### src/rtl/ehd_pkg.sv
package ehd_pkg;

	localparam int unsigned NUM_STAGES = 10;

	localparam int unsigned YEAR_W = 14;
	localparam int unsigned DOY_W  = 9;

	// reciprocals for constant division, quotient = (x * RECIP) >> SH
	localparam logic [12:0] RECIP_100    = 13'd5243;
	localparam int unsigned RECIP_100_SH = 19;
	localparam logic [15:0] RECIP_19     = 16'd55189;
	localparam int unsigned RECIP_19_SH  = 20;
	localparam logic [7:0]  RECIP_3      = 8'd171;
	localparam int unsigned RECIP_3_SH   = 9;
	localparam logic [9:0]  RECIP_30     = 10'd547;
	localparam int unsigned RECIP_30_SH  = 14;
	localparam logic [7:0]  RECIP_7      = 8'd147;
	localparam int unsigned RECIP_7_SH   = 10;

	localparam logic [DOY_W-1:0] CARNIVAL_OFS    = 9'd49;
	localparam logic [DOY_W-1:0] GOOD_FRIDAY_OFS = 9'd2;
	localparam logic [DOY_W-1:0] ASCENSION_OFS   = 9'd39;
	localparam logic [DOY_W-1:0] WHITSUN_OFS     = 9'd49;

	localparam logic [DOY_W-1:0] MONTH_START [12] = '{
		9'd0, 9'd31, 9'd59, 9'd90, 9'd120, 9'd151,
		9'd181, 9'd212, 9'd243, 9'd273, 9'd304, 9'd334
	};

	typedef struct packed {
		logic [NUM_STAGES-1:0] en;
	} ehd_ctl_t;

	typedef struct packed {
		logic [4:0] day;
		logic [3:0] month;
	} ehd_date_t;

	typedef struct packed {
		logic [4:0] pascha_day;
		logic [2:0] pascha_month;
		logic [4:0] carnival_day;
		logic [1:0] carnival_month;
		logic [4:0] good_friday_day;
		logic [2:0] good_friday_month;
		logic [4:0] ascension_day;
		logic [2:0] ascension_month;
		logic [4:0] whitsun_day;
		logic [2:0] whitsun_month;
		logic       leap_year;
	} ehd_result_t;

	// day of year -> day and month; month starts are compared in parallel
	function automatic ehd_date_t split_doy(input logic [DOY_W-1:0] doy, input logic leap);
		logic [3:0]       mon;
		logic [DOY_W-1:0] start;
		logic [DOY_W-1:0] bound;
		ehd_date_t        r;
		mon   = 4'd1;
		start = '0;
		for (int mm = 2; mm <= 12; mm++) begin
			bound = MONTH_START[mm-1] + ((mm > 2) ? DOY_W'(leap) : DOY_W'(0));
			if (doy > bound) begin
				mon   = 4'(mm);
				start = bound;
			end
		end
		r.month = mon;
		r.day   = (doy > start) ? 5'(doy - start) : 5'd1;
		return r;
	endfunction

endpackage

### src/rtl/ehd_year_if.sv
interface ehd_year_if;
	logic        valid;
	logic        ready;
	logic [13:0] year;

	modport source (output valid, output year, input ready);
	modport sink (input valid, input year, output ready);
endinterface

### src/rtl/ehd_date_if.sv
interface ehd_date_if;
	logic       valid;
	logic       ready;
	logic [4:0] pascha_day;
	logic [2:0] pascha_month;
	logic [4:0] carnival_day;
	logic [1:0] carnival_month;
	logic [4:0] good_friday_day;
	logic [2:0] good_friday_month;
	logic [4:0] ascension_day;
	logic [2:0] ascension_month;
	logic [4:0] whitsun_day;
	logic [2:0] whitsun_month;
	logic       leap_year;

	modport source (
		output valid, input ready,
		output pascha_day, output pascha_month, output carnival_day, output carnival_month,
		output good_friday_day, output good_friday_month, output ascension_day,
		output ascension_month, output whitsun_day, output whitsun_month, output leap_year
	);
	modport sink (
		input valid, output ready,
		input pascha_day, input pascha_month, input carnival_day, input carnival_month,
		input good_friday_day, input good_friday_month, input ascension_day,
		input ascension_month, input whitsun_day, input whitsun_month, input leap_year
	);
endinterface

### src/rtl/easter_holy_days_calculator_top.sv
// Easter and holy days calculator. Each beat on years carries a Gregorian year; the matching
// beat on dates gives Easter Sunday (anonymous Gregorian computus), Carnival (-49 days),
// Good Friday (-2), Ascension (+39), Whitsun (+49) as day and month, plus the leap-year flag.
// The datapath is a ten-stage pipeline: one year is accepted every cycle unless a stalled
// output has backed up to the first stage. Each stage holds a valid bit and refills as soon
// as its successor moves, so a stalled output only backs up as far as needed and bubbles are
// squeezed out. No configuration, no state beyond the pipeline; results keep input order.
module easter_holy_days_calculator_top (
	input  logic       clk,
	input  logic       arst_n,
	ehd_year_if.sink   years,
	ehd_date_if.source dates
);
	import ehd_pkg::*;

	ehd_ctl_t    ctl;
	logic [7:0]  base;
	logic        leap;
	ehd_result_t res;

	ehd_pipe_ctl u_ctl (
		.clk       (clk),
		.arst_n    (arst_n),
		.in_valid  (years.valid),
		.in_ready  (years.ready),
		.out_valid (dates.valid),
		.out_ready (dates.ready),
		.ctl       (ctl)
	);

	ehd_computus u_computus (
		.clk     (clk),
		.ctl     (ctl),
		.year    (years.year),
		.base_s8 (base),
		.leap_s8 (leap)
	);

	ehd_dates u_dates (
		.clk     (clk),
		.ctl     (ctl),
		.base    (base),
		.leap    (leap),
		.res_s10 (res)
	);

	assign dates.pascha_day        = res.pascha_day;
	assign dates.pascha_month      = res.pascha_month;
	assign dates.carnival_day      = res.carnival_day;
	assign dates.carnival_month    = res.carnival_month;
	assign dates.good_friday_day   = res.good_friday_day;
	assign dates.good_friday_month = res.good_friday_month;
	assign dates.ascension_day     = res.ascension_day;
	assign dates.ascension_month   = res.ascension_month;
	assign dates.whitsun_day       = res.whitsun_day;
	assign dates.whitsun_month     = res.whitsun_month;
	assign dates.leap_year         = res.leap_year;

endmodule

### src/rtl/ehd_pipe_ctl.sv
module ehd_pipe_ctl (
	input  logic             clk,
	input  logic             arst_n,
	input  logic             in_valid,
	output logic             in_ready,
	output logic             out_valid,
	input  logic             out_ready,
	output ehd_pkg::ehd_ctl_t ctl
);
	import ehd_pkg::*;

	logic [NUM_STAGES-1:0] vld_q;
	logic [NUM_STAGES-1:0] en;

	// a stage loads when empty or when the stage after it moves
	always_comb begin
		en[NUM_STAGES-1] = !vld_q[NUM_STAGES-1] || out_ready;
		for (int k = NUM_STAGES - 2; k >= 0; k--) begin
			en[k] = !vld_q[k] || en[k+1];
		end
	end

	always_ff @(posedge clk or negedge arst_n) begin
		if (!arst_n) begin
			vld_q <= '0;
		end else begin
			if (en[0]) begin
				vld_q[0] <= in_valid;
			end
			for (int k = 1; k < NUM_STAGES; k++) begin
				if (en[k]) begin
					vld_q[k] <= vld_q[k-1];
				end
			end
		end
	end

	assign in_ready  = en[0];
	assign out_valid = vld_q[NUM_STAGES-1];
	assign ctl.en    = en;

endmodule

### src/rtl/ehd_computus.sv
module ehd_computus (
	input  logic                        clk,
	input  ehd_pkg::ehd_ctl_t           ctl,
	input  logic [ehd_pkg::YEAR_W-1:0]  year,
	output logic [7:0]                  base_s8,
	output logic                        leap_s8
);
	import ehd_pkg::*;

	// stage 1: reciprocal products for /100 and /19
	logic [26:0]       prod_b;
	logic [29:0]       prod_19;
	logic [YEAR_W-1:0] y_s1;
	logic [7:0]        qb_s1;
	logic [9:0]        q19_s1;

	assign prod_b  = 27'(year) * 27'(RECIP_100);
	assign prod_19 = 30'(year) * 30'(RECIP_19);

	always_ff @(posedge clk) begin
		if (ctl.en[0]) begin
			y_s1   <= year;
			qb_s1  <= 8'(prod_b >> RECIP_100_SH);
			q19_s1 <= 10'(prod_19 >> RECIP_19_SH);
		end
	end

	// stage 2: remainders, f, leap
	logic [YEAR_W-1:0] c_full;
	logic [YEAR_W-1:0] a_full;
	logic [2:0]        f_c;
	logic [4:0]        a_s2;
	logic [7:0]        b_s2;
	logic [6:0]        c_s2;
	logic [2:0]        f_s2;
	logic              leap_s2;

	assign c_full = y_s1 - 14'(14'(qb_s1) * 14'd100);
	assign a_full = y_s1 - 14'(14'(q19_s1) * 14'd19);
	assign f_c    = 3'(qb_s1 >= 8'd17) + 3'(qb_s1 >= 8'd42) + 3'(qb_s1 >= 8'd67)
	              + 3'(qb_s1 >= 8'd92) + 3'(qb_s1 >= 8'd117) + 3'(qb_s1 >= 8'd142);

	always_ff @(posedge clk) begin
		if (ctl.en[1]) begin
			a_s2    <= 5'(a_full);
			b_s2    <= qb_s1;
			c_s2    <= 7'(c_full);
			f_s2    <= f_c;
			leap_s2 <= (y_s1[1:0] == 2'd0) && ((c_full != '0) || (qb_s1[1:0] == 2'd0));
		end
	end

	// stage 3: g and the first part of h
	logic [8:0]  gx;
	logic [16:0] prod_g;
	logic [9:0]  hp;
	logic [6:0]  g_s3;
	logic [9:0]  hp_s3;
	logic [4:0]  a_s3;
	logic [4:0]  i_s3;
	logic [1:0]  k_s3;
	logic [1:0]  e_s3;
	logic        leap_s3;

	assign gx     = 9'(b_s2) - 9'(f_s2) + 9'd1;
	assign prod_g = 17'(gx) * 17'(RECIP_3);
	assign hp     = 10'(a_s2) * 10'd19 + 10'(b_s2) - 10'(b_s2[7:2]) + 10'd15;

	always_ff @(posedge clk) begin
		if (ctl.en[2]) begin
			g_s3    <= 7'(prod_g >> RECIP_3_SH);
			hp_s3   <= hp;
			a_s3    <= a_s2;
			i_s3    <= c_s2[6:2];
			k_s3    <= c_s2[1:0];
			e_s3    <= b_s2[1:0];
			leap_s3 <= leap_s2;
		end
	end

	// stage 4: h before mod 30, quotient by 30
	logic [9:0]  hx;
	logic [19:0] prod_h;
	logic [9:0]  hx_s4;
	logic [5:0]  hq_s4;
	logic [4:0]  a_s4;
	logic [4:0]  i_s4;
	logic [1:0]  k_s4;
	logic [1:0]  e_s4;
	logic        leap_s4;

	assign hx     = hp_s3 - 10'(g_s3);
	assign prod_h = 20'(hx) * 20'(RECIP_30);

	always_ff @(posedge clk) begin
		if (ctl.en[3]) begin
			hx_s4   <= hx;
			hq_s4   <= 6'(prod_h >> RECIP_30_SH);
			a_s4    <= a_s3;
			i_s4    <= i_s3;
			k_s4    <= k_s3;
			e_s4    <= e_s3;
			leap_s4 <= leap_s3;
		end
	end

	// stage 5: h
	logic [4:0] h_s5;
	logic [4:0] a_s5;
	logic [4:0] i_s5;
	logic [1:0] k_s5;
	logic [1:0] e_s5;
	logic       leap_s5;

	always_ff @(posedge clk) begin
		if (ctl.en[4]) begin
			h_s5    <= 5'(hx_s4 - 10'(hq_s4) * 10'd30);
			a_s5    <= a_s4;
			i_s5    <= i_s4;
			k_s5    <= k_s4;
			e_s5    <= e_s4;
			leap_s5 <= leap_s4;
		end
	end

	// stage 6: l before mod 7, quotient by 7
	logic [7:0]  lx;
	logic [15:0] prod_l;
	logic [6:0]  lx_s6;
	logic [3:0]  lq_s6;
	logic [4:0]  h_s6;
	logic [4:0]  a_s6;
	logic        leap_s6;

	assign lx     = 8'd32 + 8'({e_s5, 1'b0}) + 8'({i_s5, 1'b0}) - 8'(h_s5) - 8'(k_s5);
	assign prod_l = 16'(lx) * 16'(RECIP_7);

	always_ff @(posedge clk) begin
		if (ctl.en[5]) begin
			lx_s6   <= 7'(lx);
			lq_s6   <= 4'(prod_l >> RECIP_7_SH);
			h_s6    <= h_s5;
			a_s6    <= a_s5;
			leap_s6 <= leap_s5;
		end
	end

	// stage 7: l
	logic [2:0] l_s7;
	logic [4:0] h_s7;
	logic [4:0] a_s7;
	logic       leap_s7;

	always_ff @(posedge clk) begin
		if (ctl.en[6]) begin
			l_s7    <= 3'(lx_s6 - 7'(lq_s6) * 7'd7);
			h_s7    <= h_s6;
			a_s7    <= a_s6;
			leap_s7 <= leap_s6;
		end
	end

	// stage 8: m correction and the date base
	logic [8:0] mx;
	logic       m_c;

	assign mx  = 9'(a_s7) + 9'(h_s7) * 9'd11 + 9'(l_s7) * 9'd22;
	assign m_c = (mx >= 9'd451);

	always_ff @(posedge clk) begin
		if (ctl.en[7]) begin
			base_s8 <= 8'(h_s7) + 8'(l_s7) + 8'd114 - (m_c ? 8'd7 : 8'd0);
			leap_s8 <= leap_s7;
		end
	end

endmodule

### src/rtl/ehd_dates.sv
module ehd_dates (
	input  logic                 clk,
	input  ehd_pkg::ehd_ctl_t    ctl,
	input  logic [7:0]           base,
	input  logic                 leap,
	output ehd_pkg::ehd_result_t res_s10
);
	import ehd_pkg::*;

	// stage 9: Easter day, month and day of year
	logic             april;
	logic [4:0]       eday_s9;
	logic [2:0]       emon_s9;
	logic [DOY_W-1:0] doy_s9;
	logic             leap_s9;

	assign april = (base >= 8'd124);

	always_ff @(posedge clk) begin
		if (ctl.en[8]) begin
			eday_s9 <= april ? 5'(base - 8'd123) : 5'(base - 8'd92);
			emon_s9 <= april ? 3'd4 : 3'd3;
			doy_s9  <= 9'(base) - 9'd33 + 9'(leap);
			leap_s9 <= leap;
		end
	end

	// stage 10: holy days back to day and month
	ehd_date_t carn;
	ehd_date_t gfri;
	ehd_date_t ascn;
	ehd_date_t whit;

	assign carn = split_doy((doy_s9 > CARNIVAL_OFS) ? doy_s9 - CARNIVAL_OFS : 9'd1, leap_s9);
	assign gfri = split_doy((doy_s9 > GOOD_FRIDAY_OFS) ? doy_s9 - GOOD_FRIDAY_OFS : 9'd1,
		leap_s9);
	assign ascn = split_doy(doy_s9 + ASCENSION_OFS, leap_s9);
	assign whit = split_doy(doy_s9 + WHITSUN_OFS, leap_s9);

	always_ff @(posedge clk) begin
		if (ctl.en[9]) begin
			res_s10.pascha_day        <= eday_s9;
			res_s10.pascha_month      <= emon_s9;
			res_s10.carnival_day      <= carn.day;
			res_s10.carnival_month    <= carn.month[1:0];
			res_s10.good_friday_day   <= gfri.day;
			res_s10.good_friday_month <= gfri.month[2:0];
			res_s10.ascension_day     <= ascn.day;
			res_s10.ascension_month   <= ascn.month[2:0];
			res_s10.whitsun_day       <= whit.day;
			res_s10.whitsun_month     <= whit.month[2:0];
			res_s10.leap_year         <= leap_s9;
		end
	end

endmodule

### src/flat_wrapper.sv
// flat-port wrapper written by rule: the top's interface ports become plain ports
module easter_holy_days_calculator_top_flat import ehd_pkg::*;
  (clk, arst_n, years_valid, years_year, years_ready, dates_valid, dates_ready, dates_pascha_day, dates_pascha_month, dates_carnival_day, dates_carnival_month, dates_good_friday_day, dates_good_friday_month, dates_ascension_day, dates_ascension_month, dates_whitsun_day, dates_whitsun_month, dates_leap_year);
  ehd_year_if years_i ();
  ehd_date_if dates_i ();
  input  logic clk;
  input  logic arst_n;
  input wire logic [$bits(years_i.valid)-1:0] years_valid;
  input wire logic [$bits(years_i.year)-1:0] years_year;
  output wire logic [$bits(years_i.ready)-1:0] years_ready;
  output wire logic [$bits(dates_i.valid)-1:0] dates_valid;
  input wire logic [$bits(dates_i.ready)-1:0] dates_ready;
  output wire logic [$bits(dates_i.pascha_day)-1:0] dates_pascha_day;
  output wire logic [$bits(dates_i.pascha_month)-1:0] dates_pascha_month;
  output wire logic [$bits(dates_i.carnival_day)-1:0] dates_carnival_day;
  output wire logic [$bits(dates_i.carnival_month)-1:0] dates_carnival_month;
  output wire logic [$bits(dates_i.good_friday_day)-1:0] dates_good_friday_day;
  output wire logic [$bits(dates_i.good_friday_month)-1:0] dates_good_friday_month;
  output wire logic [$bits(dates_i.ascension_day)-1:0] dates_ascension_day;
  output wire logic [$bits(dates_i.ascension_month)-1:0] dates_ascension_month;
  output wire logic [$bits(dates_i.whitsun_day)-1:0] dates_whitsun_day;
  output wire logic [$bits(dates_i.whitsun_month)-1:0] dates_whitsun_month;
  output wire logic [$bits(dates_i.leap_year)-1:0] dates_leap_year;
  assign years_i.valid = years_valid;
  assign years_i.year = years_year;
  assign years_ready = years_i.ready;
  assign dates_valid = dates_i.valid;
  assign dates_i.ready = dates_ready;
  assign dates_pascha_day = dates_i.pascha_day;
  assign dates_pascha_month = dates_i.pascha_month;
  assign dates_carnival_day = dates_i.carnival_day;
  assign dates_carnival_month = dates_i.carnival_month;
  assign dates_good_friday_day = dates_i.good_friday_day;
  assign dates_good_friday_month = dates_i.good_friday_month;
  assign dates_ascension_day = dates_i.ascension_day;
  assign dates_ascension_month = dates_i.ascension_month;
  assign dates_whitsun_day = dates_i.whitsun_day;
  assign dates_whitsun_month = dates_i.whitsun_month;
  assign dates_leap_year = dates_i.leap_year;
  easter_holy_days_calculator_top u_core (.clk(clk), .arst_n(arst_n), .years(years_i), .dates(dates_i));
endmodule
### config.mk
export PLATFORM = sky130hd
export DESIGN_NAME = easter_holy_days_calculator_top_flat
export DESIGN_NICKNAME = d
export VERILOG_FILES = /design/src/rtl/ehd_pkg.sv /design/src/rtl/ehd_year_if.sv /design/src/rtl/ehd_date_if.sv /design/src/rtl/easter_holy_days_calculator_top.sv /design/src/rtl/ehd_pipe_ctl.sv /design/src/rtl/ehd_computus.sv /design/src/rtl/ehd_dates.sv /design/src/flat_wrapper.sv
export SDC_FILE = /design/constraint.sdc
export NUM_CORES = 1
export LEC_CHECK = 0
export ABC_AREA = 1
export BUFFER_PORTS_ARGS = -buffer_cell sky130_fd_sc_hd__buf_4
export CORE_ASPECT_RATIO = 1.1
export CORE_MARGIN = 8
export CORE_UTILIZATION = 50
export CTS_CLUSTER_DIAMETER = 200
export DETAILED_ROUTE_END_ITERATION = 10
export PLACE_DENSITY = 0.63
export REMOVE_ABC_BUFFERS = 1
export SYNTH_ARGS = -nofsm -noshare
export SYNTH_HDL_FRONTEND = slang
export SYNTH_HIERARCHICAL = 1
export SYNTH_SLANG_ARGS = --single-unit
### constraint.sdc
create_clock -name clk -period 9.2 [get_ports clk]
set_input_delay 1.84 -clock clk [delete_from_list [all_inputs] [get_ports clk]]
set_output_delay 1.84 -clock clk [all_outputs]
set_load 0.1 [all_outputs]
==> summary.md <==
The flow ran to the end, and the final reports show no timing, DRC or antenna violations. CTS saw 233 sinks. Yosys mapped a number of flops with a built-in enable equal to 223. After legalization and detailed placement, the total HPWL measured 55010 microns. The number of setup buffers added after CTS came out at 0. The async set-or-reset flop fraction in the synthesized netlist is 4.292%, and the antenna diode count is 0.

The highest clock frequency the design can meet was 0.1517 GHz. sky130_fd_sc_hd__ha_1 takes more of the synthesized area than any other cell. Clock transition at the registers of the reported paths: 0.06 ns. Entering global routing, the biggest net connects 41 pins. The register area share after synthesis came out at 24.61%. The tools report the wire length of the first global-routing pass as 107900 microns. Final routed wire length divided by cell count: 16.03 microns. The dominant register cell in the synthesized netlist is sky130_fd_sc_hd__edfxtp_1. Vertical die dimension: 265.2 microns.

The cell with the most instances after synthesis was sky130_fd_sc_hd__inv_1. After synthesis, the netlist uses 65 different library cells. For the via count, the log shows 21.24k. The H-tree depth reported by CTS came out at 1. In this run the tool buffered the top-level ports with 59 buffer cells.

The detailed-route vias per instance was 5.225. The number of maximum-capacitance violations is 0, and the post-synthesis instance area is 28220 sq um. The element type at the critical path end was a flip-flop. Flop and latch count out of synthesis: 233. The largest individual stage delay along the critical path comes from the cell sky130_fd_sc_hd__fa_1.

The tools report the global router's overall resource usage as 20.09%. The path category of the worst min-delay check is reg -> reg. met2 is the most crowded layer. Routability-driven placement finished with a final weighted congestion of 0.9125. Setup violations remaining at the end of the flow were counted as 0.

Buffers inserted to repair hold after CTS numbered 0. After detailed routing, the number of remaining DRC violations is 0. Largest stage delay on the critical path: 0.55 ns. The top cell type by area accounts for 23.85% of the synthesized area. The total of cells resized after clock tree synthesis was 0; the worst path arrival time was 6.91 ns.

The run gives 31.90% as the relative slew slack. 60 I/O pins were placed. In this design, the critical path's most frequently occurring cell is sky130_fd_sc_hd__fa_1. The run gives 27 as the number of buffers added by the clock tree synthesis step.

The slew at the pin closest to its max-slew limit works out to 1.018 ns. By count the netlist is led by sky130_fd_sc_hd__inv_1, sky130_fd_sc_hd__nand2_1, sky130_fd_sc_hd__ha_1, sky130_fd_sc_hd__edfxtp_1, sky130_fd_sc_hd__fa_1. Setup repair after global routing left no endpoint under its margin. The share of post-route cells with drive strength above 1 works out to 5.812%. TritonCTS built the clock tree.

The max-slew violation count is 0, and the largest buffer count on any clock path is 3. The initial antenna violation count was 0. The tools report the root buffer cell as sky130_fd_sc_hd__clkbuf_16.

Counting every instance in the synthesized netlist gives 3219. The placeable core region came out at 55900 sq um. The floorplan has 91 rows. The register-to-register setup slack is 2.61 ns, and the floorplan die width is 242.5 microns. The final layout contains 4064 nets. The later-pin clock latency in the skew report was 0.57 ns; the met2 track demand over resource in global routing was 37.91%. Global routing consumed, on the met1 layer, 24.81% of the routing resources. The largest driver fanout on the critical path was 5; the setup total negative slack was 0 ns. Once the floorplan was initialized, standard cells occupied 50.49% of the core. The mean instance size in the synthesized netlist came out at 8.768 sq um.

The worst setup path is launched from a flip-flop. Data on the critical path is required at its endpoint by 9.52 ns. The final number of hold-violating endpoints was 0. The routed design has 65150 microns of wire.

Iteration-0 DRC count of the detailed router: 1315. The tools report the via count of the first global-routing pass as 21.70k. The number of antenna-violating nets in the routed design is 0, and the worst hold margin is 0.4158 ns.

Dividing the final minimum period by the clock period gives 71.65%. The area growth from synthesis to layout is 8.237%. The post-layout instance count excluding filler cells is 4065. Before antenna repair, the detailed router went through 6 iterations.

Ranked by total cell area, the synthesized netlist is headed by sky130_fd_sc_hd__ha_1, sky130_fd_sc_hd__edfxtp_1, sky130_fd_sc_hd__fa_1. Global routing used 1.846% of the available met3 tracks. The die area came out at 64320 sq um.

For this run the aggregate overflow at the end of global routing stands at 0. The critical path is of the reg -> reg type. The final clock skew was 0.01702 ns; the total of warnings raised by yosys was 6. Subtracting the final worst setup slack from the clock period gives 6.592 ns. Once placement completed, the tool counted placed cells totaling 4015.
## placed cells by master, fill, tap and decap left out, types with 70 or more instances in the layout
| master | instances |
|---|---|
| sky130_fd_sc_hd__xor2_1 | 70 |
| sky130_fd_sc_hd__nor2_1 | 181 |
| sky130_fd_sc_hd__edfxtp_1 | 223 |
| sky130_fd_sc_hd__fa_1 | 208 |
| sky130_fd_sc_hd__nand3_1 | 150 |
| sky130_fd_sc_hd__ha_1 | 538 |
| sky130_fd_sc_hd__inv_1 | 684 |
| sky130_fd_sc_hd__o21ai_0 | 94 |
| sky130_fd_sc_hd__nand2_1 | 570 |
| sky130_fd_sc_hd__a21oi_1 | 160 |
## per-stage QoR
stage	utilization, %	worst slack (ns)	cell area, sq um
after floorplan	-	3.052	28150
after global placement	52.89	2.627	29570
after detailed placement	52.89	2.575	29570
after CTS	54.65	2.609	30550
after global routing	54.65	2.226	30550
final	54.65	2.608	30550
## routing by layer
metal | routed length, microns | share of wire [%]
met5 | 0 | 0
met2 | 33500 | 51
met3 | 2168 | 3.3
met4 | 999 | 1.5
met1 | 28490 | 44
## final cells by class
| cell class | instances | area (sq um) |
|---|---|---|
| fill | 5127 | 25360 |
| multi-input combinational | 2262 | 18540 |
| sequential | 233 | 6947 |
| inverter | 712 | 2673 |
| tap | 744 | 930.9 |
| clock buffer | 34 | 721.9 |
| timing repair buffer | 64 | 480.5 |
| clock inverter | 16 | 259.0 |
## critical path, delay by kind of cell (launching register included)
family	cells	cell delay, ns
adder cells (fa/ha/maj)	11	4.17
flip-flops	1	0.47
AND/OR/NAND/NOR	9	0.95
buffers and inverters	4	0.21
AO/OA/AOI/OAI	3	0.52
## kinds of logic after synthesis
kind of cell | Yosys count | synth area share, %
AOI/OAI and AO/OA | 362 | 7.248
xor gates and xnor gates | 117 | 3.857
adders and majority gates | 746 | 38.60
buffers and inverters | 724 | 9.717
DFF | 233 | 24.61
muxes | 1 | 0.03989
and+or+nand+nor | 1036 | 15.92
## state kept, by name, indices dropped and copies added, names as in the netlist, 7 cells and up
| register | flops |
|---|---|
| u_core/u_computus/b_s2 | 8 |
| u_core/u_computus/base_s8 | 8 |
| u_core/u_computus/c_s2 | 7 |
| u_core/u_computus/g_s3 | 7 |
| u_core/u_computus/hp_s3 | 10 |
| u_core/u_computus/qb_s1 | 8 |
| u_core/u_computus/y_s1 | 14 |
| u_core/u_ctl/vld_q | 10 |
| u_core/u_dates/doy_s9 | 9 |
| u_core/u_dates/res_s10 | 39 |
## path summary, 6_finish.rpt
kind	startpoint	to	depth (start not counted)
worst max-delay path	u_core/u_computus/l_s7[1]$_DFFE_PP_	u_core/u_computus/base_s8[5]$_DFFE_PP_	27
worst min-delay path	u_core/u_computus/hx_s4[0]$_DFFE_PP_	u_core/u_computus/h_s5[0]$_DFFE_PP_	0
worst max register to register	u_core/u_computus/l_s7[1]$_DFFE_PP_	u_core/u_computus/base_s8[5]$_DFFE_PP_	27
worst min register to register	u_core/u_computus/hx_s4[0]$_DFFE_PP_	u_core/u_computus/h_s5[0]$_DFFE_PP_	0
max in group asynchronous	arst_n	u_core/u_ctl/vld_q[4]$_DFFE_PN0P_	1
min in group asynchronous	arst_n	u_core/u_ctl/vld_q[5]$_DFFE_PN0P_	1
Power is not shown: default switching activity piles up to over one toggle a cycle in this logic, so the estimate is an artifact.
